--- src/rtl/jsbd_pkg.sv ---
`default_nettype none

package jsbd_pkg;

  typedef enum logic [2:0] {
    StPending = 3'd0,
    StOk      = 3'd1,
    StCtrl    = 3'd2,
    StEscape  = 3'd3,
    StLong    = 3'd4,
    StUtf8    = 3'd5,
    StUnterm  = 3'd6
  } status_e;

  typedef struct packed {
    logic [7:0] in_byte;
    logic       body_ended;
  } in_word_t;

  typedef struct packed {
    logic [7:0] out_byte;
    logic       out_valid;
    logic       done_res;
    status_e    status;
  } out_word_t;

  typedef struct packed {
    logic [1:0]  cont_left;
    logic [2:0]  seq_len;
    logic [20:0] acc;
    logic        fault;
  } utf8_state_t;

  localparam logic [7:0] ChQuote     = 8'h22;
  localparam logic [7:0] ChBackslash = 8'h5C;
  localparam logic [7:0] ChSlash     = 8'h2F;
  localparam logic [7:0] ChSpace     = 8'h20;
  localparam logic [7:0] ChB         = 8'h62;
  localparam logic [7:0] ChF         = 8'h66;
  localparam logic [7:0] ChN         = 8'h6E;
  localparam logic [7:0] ChR         = 8'h72;
  localparam logic [7:0] ChT         = 8'h74;
  localparam logic [7:0] ChBs        = 8'h08;
  localparam logic [7:0] ChFf        = 8'h0C;
  localparam logic [7:0] ChLf        = 8'h0A;
  localparam logic [7:0] ChCr        = 8'h0D;
  localparam logic [7:0] ChTab       = 8'h09;

  localparam logic [20:0] CpMin2    = 21'h80;
  localparam logic [20:0] CpMin3    = 21'h800;
  localparam logic [20:0] CpMin4    = 21'h10000;
  localparam logic [20:0] CpMax     = 21'h10FFFF;
  localparam logic [20:0] SurrLow   = 21'hD800;
  localparam logic [20:0] SurrHigh  = 21'hDFFF;

endpackage

`default_nettype wire

--- src/rtl/jsbd_utf8.sv ---
`default_nettype none

module jsbd_utf8 (
  input  jsbd_pkg::utf8_state_t state_i,
  input  logic [7:0]            byte_i,
  output jsbd_pkg::utf8_state_t state_o
);

  logic [20:0] acc_shift;
  logic        cp_bad;

  assign acc_shift = {state_i.acc[14:0], byte_i[5:0]};

  always_comb begin
    cp_bad = ((state_i.seq_len == 3'd2) && (acc_shift < jsbd_pkg::CpMin2)) ||
             ((state_i.seq_len == 3'd3) && (acc_shift < jsbd_pkg::CpMin3)) ||
             ((state_i.seq_len == 3'd4) && (acc_shift < jsbd_pkg::CpMin4)) ||
             (acc_shift > jsbd_pkg::CpMax) ||
             ((acc_shift >= jsbd_pkg::SurrLow) && (acc_shift <= jsbd_pkg::SurrHigh));
  end

  always_comb begin
    state_o = state_i;
    if (!state_i.fault) begin
      if (state_i.cont_left == 2'd0) begin
        if (byte_i[7] == 1'b0) begin
          state_o = state_i;
        end else if (byte_i[7:5] == 3'b110) begin
          state_o.seq_len   = 3'd2;
          state_o.acc       = {16'd0, byte_i[4:0]};
          state_o.cont_left = 2'd1;
        end else if (byte_i[7:4] == 4'b1110) begin
          state_o.seq_len   = 3'd3;
          state_o.acc       = {17'd0, byte_i[3:0]};
          state_o.cont_left = 2'd2;
        end else if (byte_i[7:3] == 5'b11110) begin
          state_o.seq_len   = 3'd4;
          state_o.acc       = {18'd0, byte_i[2:0]};
          state_o.cont_left = 2'd3;
        end else begin
          state_o.fault = 1'b1;
        end
      end else if (byte_i[7:6] != 2'b10) begin
        state_o.fault     = 1'b1;
        state_o.cont_left = 2'd0;
      end else if (state_i.cont_left == 2'd1) begin
        state_o.cont_left = 2'd0;
        state_o.fault     = cp_bad;
        state_o.seq_len   = 3'd0;
        state_o.acc       = 21'd0;
      end else begin
        state_o.cont_left = state_i.cont_left - 2'd1;
        state_o.acc       = acc_shift;
      end
    end
  end

endmodule

`default_nettype wire

--- src/rtl/json_string_body_decoder_core.sv ---
// Decodes the body of a JSON string, one raw byte per input word, and checks
// the decoded bytes as UTF-8.
// The input channel carries the raw byte and an end-of-input flag; each
// accepted input word yields exactly one result word on the output channel.
// A result carries the appended decoded byte, a verdict that ends the string
// and clears the string state for the next one, or neither for a backslash.
// The configuration channel writes the maximum decoded length; it is always
// ready and should be written only while the block is idle.
// The word is captured in the input register when it is accepted, and the
// result register is loaded from it when the result register may advance.
// Throughput is one word per cycle while the receiver does not stall; the
// state update runs combinationally between the input and result registers.
// Reset empties both registers, clears the string state and sets the maximum
// length to 4096.
// When the receiver stalls, the result is held; the input register still takes
// one word if it is empty, after which the input channel stalls as well.
`default_nettype none

module json_string_body_decoder_core #(
  parameter int LENGTH_BITS = 16
) (
  input  wire                      clk_i,
  input  wire                      rst_ni,
  input  logic                     in_valid_i,
  output logic                     in_stall_o,
  input  jsbd_pkg::in_word_t       in_word_i,
  output logic                     out_valid_o,
  input  logic                     out_stall_i,
  output jsbd_pkg::out_word_t      out_word_o,
  input  logic                     cfg_valid_i,
  output logic                     cfg_ready_o,
  input  logic [LENGTH_BITS-1:0]   cfg_data_i
);

  localparam logic [LENGTH_BITS-1:0] MaxLenReset = LENGTH_BITS'(32'd4096);

  logic [LENGTH_BITS-1:0] max_len_q;
  logic                   s1_valid_q;
  jsbd_pkg::in_word_t     s1_word_q;
  logic                   out_valid_q;
  jsbd_pkg::out_word_t    out_word_q, out_word_d;

  logic                   esc_q, esc_d;
  logic [LENGTH_BITS:0]   count_q, count_d;
  jsbd_pkg::utf8_state_t  utf_q, utf_d, utf_fed;

  logic                   adv_out;
  logic                   fire;
  logic [7:0]             dec;
  logic                   append;
  logic                   esc_bad;
  logic [LENGTH_BITS:0]   count_inc;

  assign adv_out     = !out_valid_q || !out_stall_i;
  assign fire        = s1_valid_q && adv_out;
  assign in_stall_o  = s1_valid_q && !adv_out;
  assign cfg_ready_o = 1'b1;
  assign out_valid_o = out_valid_q;
  assign out_word_o  = out_word_q;
  assign count_inc   = count_q + (LENGTH_BITS+1)'(1'b1);

  jsbd_utf8 u_utf8 (
    .state_i (utf_q),
    .byte_i  (dec),
    .state_o (utf_fed)
  );

  always_comb begin
    esc_bad = 1'b0;
    case (s1_word_q.in_byte)
      jsbd_pkg::ChQuote:     dec = jsbd_pkg::ChQuote;
      jsbd_pkg::ChBackslash: dec = jsbd_pkg::ChBackslash;
      jsbd_pkg::ChSlash:     dec = jsbd_pkg::ChSlash;
      jsbd_pkg::ChB:         dec = jsbd_pkg::ChBs;
      jsbd_pkg::ChF:         dec = jsbd_pkg::ChFf;
      jsbd_pkg::ChN:         dec = jsbd_pkg::ChLf;
      jsbd_pkg::ChR:         dec = jsbd_pkg::ChCr;
      jsbd_pkg::ChT:         dec = jsbd_pkg::ChTab;
      default: begin
        dec     = s1_word_q.in_byte;
        esc_bad = esc_q;
      end
    endcase
    if (!esc_q) begin
      dec = s1_word_q.in_byte;
    end
  end

  always_comb begin
    esc_d      = esc_q;
    count_d    = count_q;
    utf_d      = utf_q;
    append     = 1'b0;
    out_word_d = '{out_byte: 8'd0, out_valid: 1'b0, done_res: 1'b1,
                   status: jsbd_pkg::StPending};
    if (s1_word_q.body_ended) begin
      out_word_d.status = jsbd_pkg::StUnterm;
    end else if (esc_q) begin
      esc_d = 1'b0;
      if (esc_bad) begin
        out_word_d.status = jsbd_pkg::StEscape;
      end else begin
        append = 1'b1;
      end
    end else if (s1_word_q.in_byte == jsbd_pkg::ChQuote) begin
      out_word_d.status = (utf_q.fault || (utf_q.cont_left != 2'd0)) ?
                          jsbd_pkg::StUtf8 : jsbd_pkg::StOk;
    end else if (s1_word_q.in_byte < jsbd_pkg::ChSpace) begin
      out_word_d.status = jsbd_pkg::StCtrl;
    end else if (s1_word_q.in_byte == jsbd_pkg::ChBackslash) begin
      esc_d               = 1'b1;
      out_word_d.done_res = 1'b0;
    end else begin
      append = 1'b1;
    end

    if (append) begin
      if (count_inc > {1'b0, max_len_q}) begin
        out_word_d.status = jsbd_pkg::StLong;
      end else begin
        count_d    = count_inc;
        utf_d      = utf_fed;
        out_word_d = '{out_byte: dec, out_valid: 1'b1, done_res: 1'b0,
                       status: jsbd_pkg::StPending};
      end
    end

    if (out_word_d.done_res) begin
      esc_d   = 1'b0;
      count_d = '0;
      utf_d   = '0;
    end
  end

  always_ff @(posedge clk_i or negedge rst_ni) begin
    if (!rst_ni) begin
      max_len_q   <= MaxLenReset;
      s1_valid_q  <= 1'b0;
      out_valid_q <= 1'b0;
      esc_q       <= 1'b0;
      count_q     <= '0;
      utf_q       <= '0;
    end else begin
      if (cfg_valid_i && cfg_ready_o) begin
        max_len_q <= cfg_data_i;
      end
      if (!in_stall_o) begin
        s1_valid_q <= in_valid_i;
      end
      if (adv_out) begin
        out_valid_q <= s1_valid_q;
      end
      if (fire) begin
        esc_q   <= esc_d;
        count_q <= count_d;
        utf_q   <= utf_d;
      end
    end
  end

  always_ff @(posedge clk_i) begin
    if (!in_stall_o && in_valid_i) begin
      s1_word_q <= in_word_i;
    end
    if (fire) begin
      out_word_q <= out_word_d;
    end
  end

endmodule

`default_nettype wire

--- config.mk ---
export PLATFORM = sky130hd
export DESIGN_NAME = json_string_body_decoder_core
export DESIGN_NICKNAME = d
export VERILOG_FILES = /design/src/rtl/jsbd_pkg.sv /design/src/rtl/jsbd_utf8.sv /design/src/rtl/json_string_body_decoder_core.sv
export SDC_FILE = /design/constraint.sdc
export NUM_CORES = 1
export LEC_CHECK = 0
export BUFFER_PORTS_ARGS = -buffer_cell sky130_fd_sc_hd__buf_2
export CORE_ASPECT_RATIO = 0.8
export CORE_UTILIZATION = 39
export CTS_CLUSTER_SIZE = 40
export DETAILED_ROUTE_END_ITERATION = 7
export GPL_TIMING_DRIVEN = 0
export PLACE_DENSITY_LB_ADDON = 0.3
export RECOVER_POWER = 25
export SLEW_MARGIN = 20
export SYNTH_ARGS = -nofsm -noshare
export SYNTH_HDL_FRONTEND = slang
export SYNTH_SLANG_ARGS = --single-unit
--- constraint.sdc ---
create_clock -name clk_i -period 4.5 [get_ports clk_i]
set_input_delay 1.35 -clock clk_i [delete_from_list [all_inputs] [get_ports clk_i]]
set_output_delay 1.35 -clock clk_i [all_outputs]
set_load 0.005 [all_outputs]
# After elaboration in Yosys (flattened, before gate mapping)
# Index checks and enable logic that the tools add are counted.
[word_totals]
ff_bits = 79
inputBits = 30
out_inout_bits = 16
elab_cells = 126
[op_classes]
add_sub_neg = 2
n_lt_le_gt_ge = 8
eq_ne = 22
n_mux = 50
n_bitwise = 1
reduce_logical = 28
[ops]
columns = ["operator", "n"]
rows = [
  ["27-bit two-way mux", 6],
  ["26-bit two-way mux", 3],
  ["8-bit case mux with 8 select lines", 1],
  ["17-bit two-way mux", 3],
  ["8-bit by 7-bit == test with 1-bit output (second input constant)", 6],
  ["24-bit two-way mux", 1],
  ["1-bit two-way mux", 22],
  ["21-bit by 16-bit >= comparator with 1-bit output (second input constant)", 1],
  ["21-bit greater-than comparator (second input constant)", 1],
  ["21-bit by 16-bit <= comparator with 1-bit output (second input constant)", 1],
  ["21-bit by 12-bit < comparator with 1-bit output (second input constant)", 1],
  ["21-bit by 17-bit < comparator with 1-bit output (second input constant)", 1],
  ["21-bit by 8-bit < comparator with 1-bit output (second input constant)", 1],
  ["21-bit two-way mux", 1],
  ["3-bit two-way mux", 6],
  ["17-bit by 1-bit adder with 17-bit output (second input constant)", 1],
  ["17-bit by 16-bit greater-than comparator with 1-bit output", 1],
  ["8-bit by 6-bit == test with 1-bit output (second input constant)", 2],
  ["2-bit two-way mux", 5],
  ["8-bit by 6-bit < comparator with 1-bit output (second input constant)", 1],
  ["8-bit two-way mux", 1],
  ["8-bit AND reduction", 1],
  ["8-bit OR reduction", 1],
  ["1-bit logical AND", 7],
  ["other kinds (22)", 36],
]

# Longest topological paths before layout
# Gate-level depths: netlist (run 1).
[depth]
depth_word = 16
depth_mapped = 15
depth_no_buf = 15

# Modules after synthesis
# A second synthesis (run 1) with hierarchy kept.
[unflattened]
hier_cells = 532
hier_area_um2 = 4855.9
[by_module_without_submodules]
columns = ["module", "n_inst", "cells_per_inst", "area_each_um2", "seq_area_each_um2"]
rows = [
  ["json_string_body_decoder_core", 1, 442, 4185.3, 2238.4],
  ["jsbd_utf8", 1, 90, 670.6, 0.0],
]

# Worst setup path before layout (run 1)
# OpenSTA, ideal clock, no wires.
[synth_path]
kind = "reg-to-reg"
start = "reg count_q[2]"
end = "reg out_word_q, in the netlist out_word_o[6], data pin"
setup_time_ns = 0.259
t_arrival_ns = 3.171
t_required_ns = 4.241
setup_slack_ns = 1.070
path_stages_with_launch = 16
n_path_buf = 2
synth_period_minus_slack_ns = 3.430
cell_sequence = "dfrtp_1 -> nand4_1 -> nor3_1 -> and3_1 -> nand3_1 -> nor2_1 -> xor2_1 -> ha_1 -> nand4_1 -> nor4_1 -> o31ai_1 -> a21bo_2 -> o211ai_4 -> clkbuf_1 -> buf_2 -> nor2_1"
[synth_via]
elab_chain_len = 3
[synth_lines]
columns = ["item", "line", "rtl"]
rows = [
  ["from (decl)", "json_string_body_decoder_core.sv:44", "logic [LENGTH_BITS:0] count_q, count_d;"],
  ["from (signal assigned)", "json_string_body_decoder_core.sv:155", "count_q <= count_d;"],
  ["17-bit by 1-bit adder with 17-bit output", "json_string_body_decoder_core.sv:60", "assign count_inc = count_q + (LENGTH_BITS+1)'(1'b1);"],
  ["17-bit by 16-bit greater-than comparator with 1-bit output", "json_string_body_decoder_core.sv:118", "if (count_inc > {1'b0, max_len_q}) begin"],
  ["2-bit OR reduction (no line)", "--", ""],
  ["to (signal assigned)", "json_string_body_decoder_core.sv:166", "out_word_q <= out_word_d;"],
  ["to (decl)", "json_string_body_decoder_core.sv:41", "jsbd_pkg::out_word_t out_word_q, out_word_d;"],
]
# No other way between the ends.
# A chain may end at the register's enable or synchronous reset.

# Worst setup path after layout (run 1)
[layout_path]
start = "reg count_q[0]"
end = "reg out_word_q, in the netlist out_word_o[8], data pin"
# The elaborated chain is that of the path after synthesis.

==> summary.txt, run 1 <==
Cells and area
  – Post-Route Utilization: 47.7%
  – Commonest non-fill, non-tap cell in the layout: dfrtp_1
  – Fin nets: 545
  – P&R area growth vs syn: 16.3%
  – Layout cells sized above 1: 16.4%
  – Commonest cells after routing, fill and taps aside: 56 x dfrtp_1, 52 x nand2_1, 45 x buf_2
  – Ant diodes: 0

Synthesis
  – Register area share after synthesis: 48.6%
  – Syn Area/Cell: 9.74 um2
  – Netlist Area Pre-Place: 4300 um2
  – Syn Inst Count: 441
  – Flops & latches, synth: 79
  – Main flop type after synthesis: dfrtp_1
  – Post-synthesis cell type count: 58
  – Syn_nets: 490
  – Async SR Flop Fraction: 72.2%
  – Synth warn: 0
  – Number of enable flip-flop cells after synthesis: 22

Clocking
  – Clk root buf: clkbuf_16
  – Clk sink count: 79
  – Htree depth: 3
  – CTS max path bufs: 2
  – Clk_lat worst skew: 340 ps
  – TritonCTS buffer count: 9
  – TritonCTS clock tree: done
  – Reg clk slew, reported paths: 70 ps

Pwr
  – Pwr dens: 379 nW/um2
  – P_leak: 2.23 nW
  – Peak VDD IR: 253 uV
  – Total power: 0.00189 W

Routing
  – Via count: 3458
  – Vias per Instance: 5.39
  – 1st-pass router iterations: 4
  – Post-route antenna net violation count: 0
  – Wirelength, routed: 9520 um
  – First DRT Iteration DRCs: 155
  – DR WL/cell: 14.8 um
  – DRC violations left: 0

Timing
  – Max Fclk: 0.240 GHz
  – Max-slew violations: 0
  – Hold Fails Final Rpt: 0
  – TNS Setup: 0 ps
  – Clock skew: 4.09 ps
  – Fin crit share: 92.5%
  – Worst slew pin tran: 1450 ps
  – Max-slew headroom: 3.39%
  – Setup violators final: 0
  – RSZ-0062 raised after global routing: false
  – Minimum clock period: 4160 ps

GRT
  – Initial antenna violation count: 0
  – First-pass GRT wire length: 16100 um
  – Total GRT Usage: 18.3%
  – Largest net degree at the start of global routing: 58
  – Grt total ovfl: 0
  – Vias in the first global route: 3211

Floorplanning
  – FP Rows: 33
  – Die width: 119 um
  – Core area: 10500 um2
  – Die ar.: 11400 um2
  – IO Pins: 46
  – Initial core utilization: 41.0%
  – Die Y: 95.9 um

Hold path
  – Hold depth: 1
  – Worst hold path endpoint: utf_q[26]$_DFFE_PN0P_
  – Hold crit path type: reg -> reg
  – Worst hold start: utf_q[26]$_DFFE_PN0P_

Job
  – Max-cap violation count: 0

Setup path
  – R2R Path Start: count_q[0]$_DFFE_PN0P_
  – Setup CP Type: reg -> reg
  – Reg2reg path depth: 15
  – Worst-path fanout max: 10
  – Arrival @ worst endpoint: 4250 ps
  – R2r setup slk: 340 ps
  – Reg-to-reg critical path endpoint: out_word_o[8]$_SDFFCE_PP0P_
  – Worst setup EP type: flip-flop
  – Setup crit start kind: flip-flop
  – CP required: 4580 ps

Placed design
  – Routability Congestion: 0.908
  – Port Buf Inserts: 44
  – HPWL after DPL: 6860 um

Run status
  – Status: completed
-- per-layer routing --
| layer | track usage, % | up-vias | wire length, um |
|---|---|---|---|
| li1 | - | 1691 | - |
| met1 | 26.6 | 1642 | 4980 |
| met2 | 26.2 | 117 | 3780 |
| met3 | 5.15 | 8 | 665 |
| met4 | 5.42 | 0 | 92 |
| met5 | 0 | - | 0 |
-- what timing repair did --
item	CTS	global route
buffers inserted	0	0
hold buffers	0	0
endpoints found under the setup margin	0	20
resized for setup	0	5
-- worst max-delay path: stages (launching register included) --
cell and delay [ps]:
dfrtp_1 430, ha_1 290, nand4_1 200, nor2_1 240, and3_1 270, and3_1 200, xor2_1 90, ha_1 320
nand4_1 200, nor4_2 410, o31ai_1 130, a21bo_2 240, o211ai_4 160, clkbuf_2 310, buf_2 330, nor2_1 100
-- synthesized netlist by cell type (3+ instances only) --
cell type | n | area, um2
a211oi_1 | 3 | 22.5
a21o_1 | 6 | 45.0
a21oi_1 | 17 | 85.1
a22o_1 | 15 | 131
a31o_2 | 3 | 26.3
a32o_1 | 3 | 30.0
and2_1 | 9 | 56.3
and3_1 | 7 | 43.8
buf_2 | 4 | 20.0
buf_4 | 3 | 22.5
clkbuf_1 | 16 | 60.1
dfrtp_1 | 56 | 1400
edfxtp_1 | 22 | 661
ha_1 | 19 | 238
inv_1 | 26 | 97.6
nand2_1 | 52 | 195
nand2b_1 | 7 | 43.8
nand3_1 | 20 | 100
nand4_1 | 9 | 56.3
nor2_1 | 22 | 82.6
nor2b_1 | 7 | 43.8
nor3_1 | 10 | 50.1
nor3b_1 | 3 | 22.5
nor4_1 | 4 | 25.0
o211ai_1 | 3 | 22.5
o21ai_0 | 34 | 170
o2bb2ai_1 | 9 | 78.8
xnor2_1 | 6 | 52.6
xor2_1 | 9 | 78.8
-- metrics by stage --
step / instances / hold slack, ps / cell area [um2] / setup WS [ps]
floorplan: 441 / 457 / 4300 / 1070
detailed placement: 625 / 487 / 4690 / 175
CTS: 641 / 502 / 4990 / 163
global placement: 625 / 476 / 4690 / 190
global route: 641 / 517 / 5000 / 66.4
finish: 641 / 499 / 5000 / 337
-- power by group --
part / switching (W) / internal, W
clock: 0.000322 / 0.000385
sequential: 0.0000390 / 0.000798
combinational: 0.000216 / 0.000135
-- layout make-up --
cell class                 instances  area [um2]
timing repair buffer              44         218
fill                            1005        5490
sequential                        79        2090
buffer                            23         104
clock buffer                       9         225
tap                              140         175
inverter                          27         105
multi-input combinational        312        2020
clock inverter                     7        67.6
-- cell families (layout without fill, tap and decap cells) --
logic type,Yosys count,count (layout),share of synthesized area (%)
multiplexers,3,3,0.757
flip-flops,79,79,48.6
AND/OR/NAND/NOR,163,163,19.2
buffers and inverters,50,110,4.75
XOR/XNOR,15,15,3.06
AO/OA/AOI/OAI,111,111,18.0
other,1,1,0.0873
adder cells (fa/ha/maj),19,19,5.53
-- flip-flops by register name (all words and copies together) (netlist names) --
name         flops
esc_q            1
utf_q           21
s1_valid_q       1
s1_word_q        9
count_q         17
max_len_q       16
out_valid_o      1
out_word_o      13
-- worst max-delay path by stage --
stage,cells after the start,endpoint,slack (ps),from
CTS,15,out_word_o[8]$_SDFFCE_PP0P_,160,count_q[2]$_DFFE_PN0P_
global route,15,out_word_o[8]$_SDFFCE_PP0P_,70,count_q[2]$_DFFE_PN0P_
finish,15,out_word_o[8]$_SDFFCE_PP0P_,340,count_q[0]$_DFFE_PN0P_
detailed placement,15,out_word_o[8]$_SDFFCE_PP0P_,170,count_q[2]$_DFFE_PN0P_
floorplan,15,out_word_o[6]$_SDFFCE_PP0P_,1070,count_q[2]$_DFFE_PN0P_
global placement,15,out_word_o[6]$_SDFFCE_PP0P_,190,count_q[2]$_DFFE_PN0P_
(Power assumes the default switching activity.)
==> run 2, diff against run 1 <==
--- a/config.mk
+++ b/config.mk
@@ -16,4 +16,5 @@
 export SLEW_MARGIN = 20
 export SYNTH_ARGS = -nofsm -noshare
 export SYNTH_HDL_FRONTEND = slang
+export SYNTH_HIERARCHICAL = 1
 export SYNTH_SLANG_ARGS = --single-unit
==> run 2 against run 1 <==
Worst hold slack worse by 4.6 ps. Global-route usage increased by 1.1 points. Design area grew 5.8%. Core utilization fell by 0.20 points. Synthesized cell count up 14%. Flip-flop and latch count did not move. Critical path type unchanged. Largest cell class is now multi-input gates.
==> summary.txt, run 2 <==
Run status
  – Status: completed

Synthesis
  – Syn_nets: 551
  – Syn Inst Count: 502
  – Syn Area/Cell: 9.12 um2
  – Netlist Area Pre-Place: 4580 um2
  – Synth warn: 6

Pwr
  – Part of the power in registers: 42.5%
  – Gate power share: 18.5%
  – P_leak: 2.31 nW
  – Switching Share: 28.9%
  – Pwr dens: 381 nW/um2
  – Peak VDD IR: 242 uV
  – Cell-internal power: 0.00143 W
  – Clk pwr share: 39.1%
  – Psw: 0.000582 W

Timing
  – Max Fclk: 0.252 GHz
  – Max-slew headroom: 1.76%
  – Setup violators final: 0
  – Worst slew pin tran: 1470 ps
  – RSZ-0062 raised after global routing: false
  – Hold Fails Final Rpt: 0
  – Minimum clock period: 3970 ps
  – Fin crit share: 88.3%
  – Clock skew: 13.9 ps
  – Worst setup margin: 525 ps
  – TNS Setup: 0 ps
  – Max-slew violations: 0

Clocking
  – Reg clk slew, reported paths: 60 ps
  – Clk root buf: clkbuf_16
  – Cts hold-fix bufs: 0
  – Htree depth: 3
  – CTS max path bufs: 2
  – Clk sink count: 79
  – Setup bufs post-CTS: 0
  – Post-CTS Resized: 0
  – TritonCTS buffer count: 9
  – TritonCTS clock tree: done
  – Clk_lat worst skew: 350 ps

Cells and area
  – Fin nets: 606
  – Commonest non-fill, non-tap cell in the layout: nand2_1
  – Layout cells sized above 1: 15.5%
  – P&R area growth vs syn: 15.6%
  – Max reg flops: 21
  – Post-route cell area: 5290 um2
  – Biggest regs: utf_q (21), count_q (17), max_len_q (16)
  – Commonest cells after routing, fill and taps aside: 108 x nand2_1, 56 x dfrtp_1, 55 x o21ai_0
  – Ant diodes: 0
  – Top reg by flops: utf_q

Floorplanning
  – Die Y: 98.9 um
  – Core area: 11100 um2
  – Die ar.: 12200 um2
  – Die width: 123 um
  – FP Rows: 34
  – IO Pins: 46
  – Initial core utilization: 41.1%

GRT
  – Vias in the first global route: 3713
  – Largest net degree at the start of global routing: 58
  – Initial antenna violation count: 0
  – Grt total ovfl: 0
  – First-pass GRT wire length: 18200 um
  – Total GRT Usage: 19.4%

Job
  – Max-cap violation count: 0

Setup path
  – Crit-path slowest cell: dfrtp_1
  – Worst-path fanout max: 10
  – CP required: 4600 ps
  – Setup crit start kind: flip-flop
  – Worst Path Buf+Inv: 3
  – Crit path max-delay family: simple AND/OR/NAND/NOR gates
  – Setup CP Type: reg -> reg
  – Arrival @ worst endpoint: 4070 ps
  – Slowest stage delay, CP: 470 ps
  – Crit-path cells: ha_1 -> nand3_1 -> or3_1 -> buf_2 -> nor3_1 -> xor2_1 -> ha_1 -> and4_1 -> nand3_1 -> o211ai_1 -> a221o_2 -> buf_6 -> buf_2 -> and2_1
  – Worst setup EP type: flip-flop

Placed design
  – Post-place setup slack: 586 ps
  – HPWL after DPL: 7820 um
  – Routability Congestion: 0.900
  – Port Buf Inserts: 44
  – Dpl cell area: 4980 um2

Routing
  – Post-route antenna net violation count: 0
  – 1st-pass router iterations: 5
  – First DRT Iteration DRCs: 267
  – Wirelength, routed: 10900 um
  – Vias per Instance: 5.38
  – DRC violations left: 0
  – DR WL/cell: 15.4 um
  – Via count: 3799

Hold path
  – Hold crit path type: reg -> reg
[run 2: final cells by class]
| class | instances | area, um2 |
|---|---|---|
| fill | 1067 | 5860 |
| multi-input combinational | 366 | 2240 |
| sequential | 79 | 2090 |
| clock buffer | 11 | 233 |
| timing repair buffer | 44 | 219 |
| tap | 144 | 180 |
| buffer | 29 | 145 |
| inverter | 28 | 105 |
| clock inverter | 5 | 81.3 |
[run 2: final timing paths]
kind	slack (ps)	start	cells past startpoint	to
min in group asynchronous	1370	rst_ni	1	max_len_q[3]$_DFFE_PN0P_
worst max register to register	530	count_q[0]$_DFFE_PN0P_	14	out_word_o[3]$_DFFE_PP_
worst max-delay path	530	count_q[0]$_DFFE_PN0P_	14	out_word_o[3]$_DFFE_PP_
max in group asynchronous	2260	rst_ni	1	utf_q[22]$_DFFE_PN0P_
worst min-delay path	490	s1_valid_q$_DFFE_PN0N_	1	out_valid_o$_DFFE_PN0N_
worst min register to register	490	s1_valid_q$_DFFE_PN0N_	1	out_valid_o$_DFFE_PN0N_
[run 2: power groups by stage]
stage	clock network, W	registers, W	logic [W]
6_report	0.000787	0.000856	0.000372
5_1_grt	0.000831	0.000864	0.000421
4_1_cts	0.000801	0.000855	0.000372
3_5_place_dp	0	0.000867	0.000368
3_3_place_gp	0	0.000867	0.000358
2_1_floorplan	0	0.000850	0.000259
[run 2: layer usage]
metal  up-vias  GRT usage (%)  wire length [um]
li1       1867              -                 -
met1      1836           27.5              5390
met2        89           28.9              4890
met3         7           5.73               541
met4         0           4.91                61
met5         -              0                 0
[run 2: metrics by stage]
stage | cells | total power (W) | hold WS, ps | util (%)
floorplan | 502 | 0.00111 | 457 | -
global placement | 690 | 0.00122 | 480 | 44.7
detailed placement | 690 | 0.00124 | 495 | 44.7
CTS | 706 | 0.00203 | 500 | 47.5
global route | 706 | 0.00212 | 513 | 47.5
finish | 706 | 0.00202 | 494 | 47.5
==> run 3, diff against run 2 <==
--- a/config.mk
+++ b/config.mk
@@ -5,7 +5,8 @@
 export SDC_FILE = /design/constraint.sdc
 export NUM_CORES = 1
 export LEC_CHECK = 0
-export BUFFER_PORTS_ARGS = -buffer_cell sky130_fd_sc_hd__buf_2
+export ABC_AREA = 1
+export BUFFER_PORTS_ARGS = -buffer_cell sky130_fd_sc_hd__buf_4
 export CORE_ASPECT_RATIO = 0.8
 export CORE_UTILIZATION = 39
 export CTS_CLUSTER_SIZE = 40
==> run 3 against run 2 <==
Core utilization down 0.30 points. First-iteration DRC count down 1.1%. Worst hold slack worse by 15 ps. Clock skew down 4.0 ps. Global-route usage down 0.28 points. Via count up 10%. Synthesized area up 7.8%. Critical path type unchanged. Largest cell class unchanged.
==> summary.txt, run 3 <==
Run status
  – Status: completed

Timing
  – Minimum clock period: 3190 ps
  – Max-slew headroom: 4.83%
  – Fin crit share: 70.9%
  – Max Fclk: 0.313 GHz
  – RSZ-0062 raised after global routing: false
  – Max-slew violations: 0
  – Worst slew pin tran: 1430 ps
  – TNS Setup: 0 ps
  – Setup violators final: 0
  – Hold Fails Final Rpt: 0
  – Clock skew: 9.90 ps

Floorplanning
  – Die width: 128 um
  – IO Pins: 46
  – Core area: 12300 um2
  – Die ar.: 13100 um2
  – Die Y: 103 um
  – FP Rows: 36
  – Initial core utilization: 40.3%

Setup path
  – Slowest stage delay, CP: 390 ps
  – CP required: 4590 ps
  – Crit-path slowest cell: dfrtp_1
  – Reg-to-reg critical path endpoint: out_word_o[7]$_SDFFCE_PP0P_
  – Setup crit start kind: flip-flop
  – Crit path top cell by count: nand2_1
  – Worst setup EP type: flip-flop
  – Worst Setup EP: out_word_o[7]$_SDFFCE_PP0P_
  – R2R Path Start: count_q[0]$_DFFE_PN0P_
  – R2r setup slk: 1310 ps
  – Worst-path fanout max: 10
  – CP Launch Point: count_q[0]$_DFFE_PN0P_
  – Arrival @ worst endpoint: 3280 ps
  – Crit-path cells: ha_1 -> nand2_2 -> nor2_4 -> nand4_4 -> or2_2 -> nor2_1 -> xnor2_1 -> inv_1 -> ha_1 -> inv_1 -> nor3_1 -> nor3_1 -> nand2_1 -> nand2_1 -> nand2_1 -> nand2_1 -> nand2_4 -> nand2_4 -> buf_12 -> nand2_8 -> nor2_1
  – Setup CP Type: reg -> reg
  – Reg2reg path depth: 21

Hold path
  – Worst hold start: s1_valid_q$_DFFE_PN0N_
  – Hold crit path type: reg -> reg

Clocking
  – TritonCTS clock tree: done
  – Post-CTS Resized: 0
  – Setup bufs post-CTS: 0
  – CTS max path bufs: 2
  – Cts hold-fix bufs: 0
  – Clk root buf: clkbuf_16
  – TritonCTS buffer count: 9
  – Clk_lat worst skew: 350 ps
  – Clk sink count: 79
  – Reg clk slew, reported paths: 60 ps
  – Htree depth: 3

Cells and area
  – P&R area growth vs syn: 17.1%
  – Top reg by flops: utf_q
  – Commonest non-fill, non-tap cell in the layout: nand2_1
  – Register area: 2090 um2
  – Biggest regs: utf_q (21), count_q (17), max_len_q (16)
  – Fin nets: 728
  – Max reg flops: 21
  – Commonest cells after routing, fill and taps aside: 181 x nand2_1, 84 x inv_1, 56 x dfrtp_1
  – Ant diodes: 0
  – Fill cells: 1203
  – Final Non-Filler Cells: 855
  – Layout cells sized above 1: 17.8%
  – Multi-input gate area: 2310 um2

Routing
  – DRC violations left: 0
  – Via count: 4192
  – Vias per Instance: 4.90
  – 1st-pass router iterations: 5
  – First DRT Iteration DRCs: 264
  – Post-route antenna net violation count: 0
  – Wirelength, routed: 11300 um
  – DR WL/cell: 13.2 um

GRT
  – First-pass GRT wire length: 19400 um
  – Initial antenna violation count: 0
  – Total GRT Usage: 19.1%
  – Met1 Usage GRT: 26.6%
  – Grt total ovfl: 0
  – Vias in the first global route: 3976
  – Gr busiest metal: met2
  – Met3 track demand over resource: 5.24%
  – Largest net degree at the start of global routing: 58
  – M2 GR Usage: 29.5%

Placed design
  – HPWL after DPL: 8670 um
  – Routability Congestion: 0.902
  – Port Buf Inserts: 44
  – Placed cells: 839

Synthesis
  – Syn_nets: 673
  – Synth warn: 6
  – Syn Area/Cell: 7.90 um2
  – Syn Inst Count: 624
  – Netlist Area Pre-Place: 4930 um2

Pwr
  – Peak VDD IR: 269 uV
  – P_leak: 2.92 nW
  – Pwr dens: 346 nW/um2

Job
  – Max-cap violation count: 0
[run 3: stage by stage]
| step | instance area, um2 | worst slack [ps] | total power [W] | hold WS [ps] | util (%) |
|---|---|---|---|---|---|
| final | 5780 | 1310 | 0.00200 | 480 | 47.2 |
| after global routing | 5780 | 994 | 0.00211 | 517 | 47.2 |
| after CTS | 5780 | 1290 | 0.00203 | 482 | 47.2 |
| after detailed placement | 5480 | 1310 | 0.00127 | 468 | 44.7 |
| after global placement | 5480 | 1330 | 0.00126 | 462 | 44.7 |
| after floorplan | 4930 | 1590 | 0.00112 | 448 | - |
[run 3: worst min path at each step]
stage	end	slack (ps)	depth (start not counted)
floorplan	out_valid_o$_DFFE_PN0N_	450	2
global placement	out_valid_o$_DFFE_PN0N_	460	2
detailed placement	out_valid_o$_DFFE_PN0N_	470	2
CTS	out_valid_o$_DFFE_PN0N_	480	2
global route	utf_q[23]$_DFFE_PN0P_	520	2
finish	out_valid_o$_DFFE_PN0N_	480	2
[run 3: cell type report]
class | count | area share [%]
inverter | 93 | 6.06
tap | 171 | 3.70
clock inverter | 5 | 0.931
clock buffer | 11 | 4.40
multi-input combinational | 425 | 40.1
sequential | 79 | 36.1
buffer | 27 | 3.10
timing repair buffer | 44 | 5.61
[run 3: per-layer routing]
| metal | wire length, um | vias up | part of all wire [%] |
|---|---|---|---|
| li1 | - | 2148 | - |
| met1 | 5690 | 1946 | 50 |
| met2 | 4960 | 90 | 44 |
| met3 | 533 | 8 | 4.7 |
| met4 | 104 | 0 | 0.92 |
| met5 | 0 | - | 0 |
[run 3: power breakdown]
group | switching (W) | total (W) | internal, W
logic | 0.000268 | 0.000417 | 0.000150
clock network | 0.000286 | 0.000747 | 0.000461
registers | 0.0000351 | 0.000836 | 0.000801
total | 0.000589 | 0.00200 | 0.00141
[run 3: worst max-delay path, delay by kind of cell, from the launching register on]
kind | cells | cell delay, ps
XOR/XNOR | 1 | 140
adder cells (fa/ha/maj) | 2 | 530
flip-flops | 1 | 390
AND/OR/NAND/NOR | 15 | 1540
buffers and inverters | 3 | 300
